===== config.mk =====
export PLATFORM = sky130hd
export DESIGN_NAME = aom_ctrl
export DESIGN_NICKNAME = d
export VERILOG_FILES = /design/src/design/aom_pkg.sv /design/src/design/aom_ctrl.sv
export SDC_FILE = /design/constraint.sdc
export NUM_CORES = 1
export LEC_CHECK = 0
export BUFFER_PORTS_ARGS = -buffer_cell sky130_fd_sc_hd__buf_4
export CELL_PAD_IN_SITES_DETAIL_PLACEMENT = 0
export CELL_PAD_IN_SITES_GLOBAL_PLACEMENT = 1
export CORE_MARGIN = 2
export CORE_UTILIZATION = 29
export CTS_BUF_LIST = sky130_fd_sc_hd__clkbuf_2
export DETAILED_ROUTE_END_ITERATION = 10
export PLACE_DENSITY_LB_ADDON = 0.12
export SLEW_MARGIN = 20
export SYNTH_ARGS = -nofsm -noshare
export SYNTH_HDL_FRONTEND = slang
export SYNTH_SLANG_ARGS = --single-unit

===== constraint.sdc =====
create_clock -name clk -period 1.2 [get_ports clk]
set_input_delay 0.06 -clock clk [delete_from_list [all_inputs] [get_ports clk]]
set_output_delay 0.06 -clock clk [all_outputs]
set_load 0.02 [all_outputs]

===== src/design/aom_pkg.sv =====
`default_nettype none
package aom_pkg;

  localparam int BookDepthDef = 32;

  typedef enum logic [1:0] {
    KIND_FILL   = 2'd0,
    KIND_DONE   = 2'd1,
    KIND_ACCEPT = 2'd2,
    KIND_REJECT = 2'd3
  } kind_t;

  localparam logic CMD_ADD   = 1'b0;
  localparam logic CMD_MATCH = 1'b1;
  localparam logic SIDE_BUY  = 1'b0;
  localparam logic SIDE_SELL = 1'b1;

  typedef struct packed {
    logic        cmd;
    logic        side;
    logic [31:0] order_id;
    logic [31:0] order_price;
    logic [31:0] order_qty;
  } in_item_t;

  typedef struct packed {
    kind_t       kind;
    logic [31:0] buy_id;
    logic [31:0] sell_id;
    logic [31:0] fill_qty;
    logic [31:0] fill_price;
    logic [31:0] left_qty;
    logic        last;
  } out_item_t;

  typedef enum logic [2:0] {
    ST_IDLE,
    ST_ADD,
    ST_SCAN,
    ST_FILL,
    ST_DONE,
    ST_PACK,
    ST_EMIT
  } state_t;

  // controller -> datapath
  typedef struct packed {
    logic load;       // capture input item
    logic do_add;     // rest order / build add record
    logic scan_clr;   // start a best-price scan
    logic scan_step;  // examine one slot
    logic do_fill;    // trade against best, build fill record
    logic do_done;    // build done record
    logic pack_clr;   // start compaction
    logic pack_step;  // move one slot
  } dp_cmd_t;

  // datapath -> controller
  typedef struct packed {
    logic is_match;
    logic scan_end;   // last slot examined this cycle
    logic can_fill;   // best found, within limit, qty left
    logic pack_end;   // last slot moved this cycle
  } dp_stat_t;

endpackage
`default_nettype wire


===== src/design/aom_ctrl.sv =====
`default_nettype none
module aom_ctrl
  import aom_pkg::*;
(
  input  wire logic     clk,
  input  wire logic     rst_n,
  input  wire logic     in_valid,
  output logic          in_ready,
  output logic          out_valid,
  input  wire logic     out_ready,
  input  wire logic     rec_last,
  output dp_cmd_t       cmd,
  input  wire dp_stat_t stat
);

  state_t state_r, state_nxt;
  state_t ret_r, ret_nxt;
  logic   ovalid_r, ovalid_nxt;

  always_ff @(posedge clk) begin
    if (!rst_n) begin
      state_r  <= ST_IDLE;
      ret_r    <= ST_IDLE;
      ovalid_r <= 1'b0;
    end else begin
      state_r  <= state_nxt;
      ret_r    <= ret_nxt;
      ovalid_r <= ovalid_nxt;
    end
  end

  assign out_valid = ovalid_r;

  // next state and commands
  always_comb begin
    state_nxt  = state_r;
    ret_nxt    = ret_r;
    ovalid_nxt = ovalid_r;
    cmd        = '0;
    in_ready   = 1'b0;
    unique case (state_r)
      ST_IDLE: begin
        // accept a new item once the previous final record is taken
        in_ready = !ovalid_r || out_ready;
        if (ovalid_r && out_ready) ovalid_nxt = 1'b0;
        if (in_valid && in_ready) begin
          cmd.load  = 1'b1;
          state_nxt = ST_ADD;
        end
      end
      ST_ADD: begin
        if (stat.is_match) begin
          cmd.scan_clr = 1'b1;
          state_nxt    = ST_SCAN;
        end else begin
          cmd.do_add = 1'b1;
          ovalid_nxt = 1'b1;
          state_nxt  = ST_IDLE;
        end
      end
      ST_SCAN: begin
        cmd.scan_step = 1'b1;
        if (stat.scan_end) state_nxt = ST_FILL;
      end
      ST_FILL: begin
        if (stat.can_fill) begin
          cmd.do_fill = 1'b1;
          ovalid_nxt  = 1'b1;
          ret_nxt     = ST_SCAN;
          state_nxt   = ST_EMIT;
        end else begin
          cmd.pack_clr = 1'b1;
          state_nxt    = ST_PACK;
        end
      end
      ST_PACK: begin
        cmd.pack_step = 1'b1;
        if (stat.pack_end) state_nxt = ST_DONE;
      end
      ST_DONE: begin
        cmd.do_done = 1'b1;
        ovalid_nxt  = 1'b1;
        state_nxt   = ST_IDLE;
      end
      ST_EMIT: begin
        // a fill record waits here; the next scan starts once it is taken
        if (out_ready) begin
          ovalid_nxt   = 1'b0;
          cmd.scan_clr = 1'b1;
          state_nxt    = ret_r;
        end
      end
      default: state_nxt = ST_IDLE;
    endcase
  end

  // a record marked last is never emitted from the fill wait
  a_emit_not_last: assert property (@(posedge clk) disable iff (!rst_n)
    (state_r == ST_EMIT) |-> (ovalid_r && !rec_last))
    else $error("fill record marked last");
  // no input accepted mid-walk
  a_ready_idle: assert property (@(posedge clk) disable iff (!rst_n)
    in_ready |-> (state_r == ST_IDLE))
    else $error("ready outside idle");
  // a record shown stays until taken
  a_hold: assert property (@(posedge clk) disable iff (!rst_n)
    (ovalid_r && !out_ready) |=> ovalid_r)
    else $error("record dropped");

endmodule
`default_nettype wire


==> impl_results.md, run 1 <==
- Clk sinks: 5
- Routed WL: 1221 um
- CTS tree: built
- Fin. max-slew vios: 0
- DP HPWL: 798.1 um
- Syn_nets: 58
- Pre-CTS setup slack: 0.05892 ns
- CP delay by family, top: simple AND/OR/NAND/NOR gates
- CP Class: flip-flop to output pin
- Filler Cells Inserted: 121
- Post-CTS Hold Fix Bufs: 0
- Failing checks: setup timing
- Worst VDD drop: 0.5180 mV
- Initial antenna violation count: 0
- Grt total ovfl: 0
- Clk slew on worst S/H paths: 0.06 ns
- Routed WL per cell: 12.85 um
- H-tree levels: 1
- RSZ-0062 raised after global routing: true
- Mapped Cells: 49
- Final period util: 106.7%
- PD cells: 753.6 nW/um2
- Final Core Density: 59.42%
- Post-synth top flop: dfxtp_1
- Outcome: finished, violations left
- Die height: 41.16 um
- Compound-gate portion of the synthesized area: 24.06%
- Post-synthesis register bit count: 5
- FF-to-FF setup slack: 0.01 ns
- First-pass GRT wire length: 1552 um
- Largest net degree at the start of global routing: 11
- Fin crit period: 1.280 ns
- Pleak: 0.3559 nW
- Final hold viol count: 0
- Simple logic cell fraction of the synthesized area: 36.56%
- Number of flops mapped to enable cells by yosys: 0
- Worst Max-Slew Pin Slew: 0.2163 ns
- Setup violations, final: 2
- Final hold slack: 0.08750 ns
- Type of the tightest min-delay check: primary input to flip-flop
- Async S/R FF share, synth: 0%
- Top Ports: 19
- Leading area contributor after synthesis: dfxtp_1
- Share of cells above drive strength 1: 65.00%
- Clock Latency Late Sink: 0.21 ns
- Vias: 473
- Worst R2R Path Depth: 5
- Die area: 1694 um2
- Worst EP required: 1.14 ns
- Placement Cell Area: 571.8 um2
- CP max stage cell: dfxtp_2
- CTS root buffer: clkbuf_2
- Clock tree buffer depth: 2
- 1st-iter DRT viols: 13
- Netlist cell types: 27
- Initial DRT Pass Iterations: 4
- Worst Path Arrival: 1.22 ns
- Fmax: 781.2 MHz
- Synthesis-to-finish area growth: 93.13%
- Vias in the first global route: 382
- CTS buffer count: 3
- Worst R2R Start: state_r[2]
- R2R Path End: out_valid
- Number of synthesis warnings: 0
- Post-synthesis xor/xnor area fraction: 2.188%
- Most common cell in the synthesized netlist: dfxtp_1
- GRT Total Usage: 13.94%
- GPL Wtd Cong: 0.7800
- Nets: 90
- CP cell instances: nor2b_4, nor4_4, and2_1, buf_6
- Multi-input gate area: 315.3 um2
- Syn_area_per_cell: 8.171 um2
- Cell count along the critical path: 4
- Largest cells by area after synthesis: dfxtp_1 25%, buf_6 8.4%, nor3b_2 6.3%, nor3_2 5.0%, a21oi_1 3.8%
- Critical Path Start: out_valid
- Crit path to: cmd[7]
- Fin area: 773.2 um2
- Power, Total: 0.5827 mW
- Final std cells w/o fill: 95
- Mux cell area share after synthesis: 0%
- Final worst setup slack: -0.08009 ns
- DRC Markers: 0
- Sequential standard cell area: 110.1 um2
- Main combinational cell family by area after synthesis: simple AND/OR/NAND/NOR gates
- Top cells by count, synth: 5 x dfxtp_1, 4 x nor2_1
- Synth top area share: 25.00%
- Adder-Cell Fraction of Synth Area: 0%
- CP bufs+invs: 1
- Routed Antenna Nets: 0
- Startpoint class of the critical path: flip-flop
- Maxcap violations: 0
- Placed insts: 84
- Core region area: 1301 um2
- Slew margin rel.: 85.55%
- Initial Util: 30.77%
- Number of port buffers: 17
- Sum of negative setup slack: -0.1545 ns
- Rows: 13
- Ant. Diodes: 0
- CP Max Fanout: 4
- Vias per cell: 4.979
- Clock Skews: 0.004206 ns
- Crit. End Element: output pin
- Largest stage delay on the critical path: 0.33 ns
- Die Wd: 41.16 um
- Seq/Total Area, Yosys: 25.00%
- Cell area after synthesis: 400.4 um2
[worst register-to-register path: stages (launching register included)]
cell and delay [ns]:
dfxtp_2 0.33, buf_6 0.12, buf_4 0.14, nor3b_2 0.16
a21oi_1 0.06, o311a_1 0.28
[per-layer routing]
metal | wire [um] | vias to the layer above | track usage (%)
met5 | 0 | - | 0
met4 | 0 | 0 | 7.258
met3 | 114 | 0 | 1.630
met2 | 554 | 21 | 19.92
met1 | 553 | 213 | 20.06
li1 | - | 239 | -
[sequential cells by signal, summed over array words and instances (netlist names)]
signal     cells
out_valid      1
ret_r          1
state_r        3
[final cells by class]
| cell class | instances | area share [%] |
|---|---|---|
| Sequential cell | 5 | 14.24 |
| Clock buffer | 4 | 2.589 |
| Inverter | 4 | 2.265 |
| Multi-Input combinational cell | 37 | 40.78 |
| Tap cell | 15 | 2.427 |
| Timing Repair Buffer | 30 | 37.70 |
[timing repair]
item                       4_1_cts  5_1_grt
pin swaps                        2        6
resized for setup               10       21
gates cloned                     0        1
setup endpoints to repair        8       10
setup buffers                    1        5
[placed cells by master (no fill, tap or decap), types with 3 or more instances in the layout]
master    instances
buf_6            11
nand2_1           3
nor2_1            4
clkbuf_2          4
a21oi_1           3
buf_4            17
[cell families after synthesis]
| family | count (synthesis) |
|---|---|
| and+or+nand+nor | 22 |
| AOI/OAI and AO/OA | 14 |
| buffers and inverters | 7 |
| DFF | 5 |
| xor gates and xnor gates | 1 |
[power by group]
group,switching [mW],leakage [nW],internal (mW)
clock,0.0668,0.0166,0.0882
sequential,0.0151,0.0430,0.175
combinational,0.112,0.296,0.125
[how the worst min path moves through the flow]
stage                       start        to  slack, ns  depth (start not counted)
after detailed placement    rst_n  ret_r[1]       0.31                          2
final                       rst_n  ret_r[1]       0.09                          2
after CTS                   rst_n  ret_r[1]       0.07                          2
after floorplan           stat[1]    cmd[1]       0.17                          1
after global routing        rst_n  ret_r[1]       0.08                          2
after global placement      rst_n  ret_r[1]       0.31                          2
Power figures use the tool's default switching activity.
==> inputs of run 2 (changes only) <==
--- a/config.mk
+++ b/config.mk
@@ -8,10 +8,10 @@
 export BUFFER_PORTS_ARGS = -buffer_cell sky130_fd_sc_hd__buf_4
 export CELL_PAD_IN_SITES_DETAIL_PLACEMENT = 0
 export CELL_PAD_IN_SITES_GLOBAL_PLACEMENT = 1
-export CORE_MARGIN = 2
-export CORE_UTILIZATION = 29
+export CORE_AREA = 2 2 39 41
 export CTS_BUF_LIST = sky130_fd_sc_hd__clkbuf_2
 export DETAILED_ROUTE_END_ITERATION = 10
+export DIE_AREA = 0 0 41 43
 export PLACE_DENSITY_LB_ADDON = 0.12
 export SLEW_MARGIN = 20
 export SYNTH_ARGS = -nofsm -noshare
==> constraint.sdc (replaced) <==
create_clock -name clk -period 1.65 [get_ports clk]
set_input_delay 0.0825 -clock clk [delete_from_list [all_inputs] [get_ports clk]]
set_output_delay 0.0825 -clock clk [all_outputs]
set_load 0.02 [all_outputs]
==> run 2 against run 1 <==
Compared with the run above:
- clock power down 23%
- power down 37%
- final area down 29%
- the run now ends clean
- worst hold slack better by 0.013 ns
- critical path depth unchanged
- count of clock-buffer cells in the layout unchanged
- critical path type unchanged
==> impl_results.md, run 2 (synthesized netlist as in run 1, its figures left out) <==
- Commonest non-fill, non-tap cell in the layout: buf_4
- Final Core Density: 39.69% (-20 points)
- Routed WL per cell: 11.62 um (-9.6%)
- Final period util: 92.05%
- Fin crit period: 1.519 ns
- Number of port buffers: 17 (unchanged)
- Setup violations, final: 0 (-2)
- Final std cells w/o fill: 85 (-11%)
- Grt total ovfl: 0 (unchanged)
- H-tree levels: 1 (unchanged)
- Largest net degree at the start of global routing: 12 (+1)
- RSZ-0062 raised after global routing: false
- Fin area: 549.3 um2 (-29%)
- Fin. max-slew vios: 0 (unchanged)
- Post-CTS Hold Fix Bufs: 0 (unchanged)
- Clk slew on worst S/H paths: 0.06 ns (about the same)
- Synthesis-to-finish area growth: 37.19%
- CP delay by family, top: flip-flops
- PD cells: 670.2 nW/um2 (-11%)
- CP max stage cell: dfxtp_1
- DRC Markers: 0 (unchanged)
- Routed WL: 988 um (-19%)
- Top Ports: 19 (unchanged)
- GRT Total Usage: 13.44% (-0.50 points)
- Vias in the first global route: 373 (-2.4%)
- Die height: 43 um (+4.5%)
- Rows: 14 (+1)
- CP Class: flip-flop to output pin
- Vias: 416 (-12%)
- Max FFs per register: 3 (unchanged)
- Outcome: finished, final reports clean
- Worst EP required: 1.57 ns (+0.43 ns)
- CP cell instances: nand2b_1, nor2_1, a32o_1, buf_4
- CTS buffer count: 3 (unchanged)
- Vias per cell: 4.894 (-1.7%)
- Setup Fix Bufs, Post-CTS: 0 (-1)
- CTS resizes: 0 (-10)
- Worst VDD drop: 0.2950 mV (-43%)
- CP Max Fanout: 11 (+7)
- Worst Path Arrival: 1.44 ns (+0.22 ns)
- Largest Register: state_r
- Core region area: 1384 um2 (+6.3%)
- CTS root buffer: clkbuf_2
- Maxcap violations: 0 (unchanged)
- Initial Util: 28.93% (-1.8 points)
- Clock Latency Late Sink: 0.23 ns (+0.02 ns)
- Final hold viol count: 0 (unchanged)
- Share of cells above drive strength 1: 43.48% (-22 points)
- Pleak: 0.2518 nW (-29%)
- Routed Antenna Nets: 0 (unchanged)
- Most frequent cells in the layout: 19 x buf_4, 5 x dfxtp_1, 4 x nor2_1, 4 x clkbuf_2
- Die Wd: 41 um (-0.38%)
- Clock tree buffer depth: 2 (unchanged)
- Initial antenna violation count: 0 (unchanged)
- Initial DRT Pass Iterations: 3 (-1)
- Pre-CTS setup slack: 0.3957 ns (+0.3368 ns)
- First-pass GRT wire length: 1573 um (+1.4%)
- Sum of negative setup slack: 0 ns (+0.1545 ns)
- Placement Cell Area: 529.3 um2 (-7.4%)
- Die area: 1763 um2 (+4.1%)
- Type of the tightest min-delay check: primary input to flip-flop
- Worst Max-Slew Pin Slew: 0.4101 ns (+0.1938 ns)
- 1st-iter DRT viols: 6 (-7)
- Largest stage delay on the critical path: 0.57 ns (+0.24 ns)
- GPL Wtd Cong: 0.7347 (-5.8%)
- Crit. End Element: output pin
- Final worst setup slack: 0.1313 ns (+0.2113 ns)
- Startpoint class of the critical path: flip-flop
- Placed insts: 81 (-3.6%)
- Slew margin rel.: 72.62% (-13 points)
- Clock Skews: 0.001248 ns (-0.002959 ns)
- Ant. Diodes: 0 (unchanged)
- Clk sinks: 5 (unchanged)
- Nets: 79 (-12%)
- DP HPWL: 744.2 um (-6.8%)
- CTS tree: built
- Fmax: 658.4 MHz
- CP bufs+invs: 1 (unchanged)
==> run 2: metal layers <==
layer	share of wire, %	wire length [um]	GRT usage (%)	up-vias
met4	2.3	23	8.000	0
li1	-	-	-	215
met2	45	447	17.50	14
met3	6.6	65	3.665	4
met1	46	453	18.91	183
met5	0	0	0	-
==> run 2: final timing paths <==
check                           startpoint    endpoint  slack, ns  cells past startpoint
worst min-delay path                 rst_n    ret_r[1]       0.10                      2
worst min register to register    ret_r[1]    ret_r[1]       0.47                      1
worst max register to register  state_r[1]  state_r[0]       0.42                      4
worst max-delay path            state_r[0]      cmd[5]       0.13                      4
==> run 2: layout make-up <==
type / instances / area [um2]
Fill cell: 161 / 834.6
Sequential cell: 5 / 100.1
Multi-Input combinational cell: 37 / 251.5
Tap cell: 16 / 20.02
Clock buffer: 4 / 20.02
Timing Repair Buffer: 19 / 142.6
Inverter: 4 / 15.01
==> run 2: per-stage QoR <==
step / total power [mW] / hold slack, ns
after floorplan: 0.2096 / 0.2003
after global placement: 0.2518 / 0.3450
after detailed placement: 0.2518 / 0.3459
after CTS: 0.3707 / 0.1102
after global routing: 0.3906 / 0.1113
final: 0.3681 / 0.1009
==> run 2: power by group <==
| part | total (mW) | switching (mW) | internal [mW] |
|---|---|---|---|
| clock network | 0.120 | 0.0561 | 0.0642 |
| logic | 0.107 | 0.0539 | 0.0527 |
| registers | 0.141 | 0.0141 | 0.127 |
| total | 0.368 | 0.124 | 0.244 |
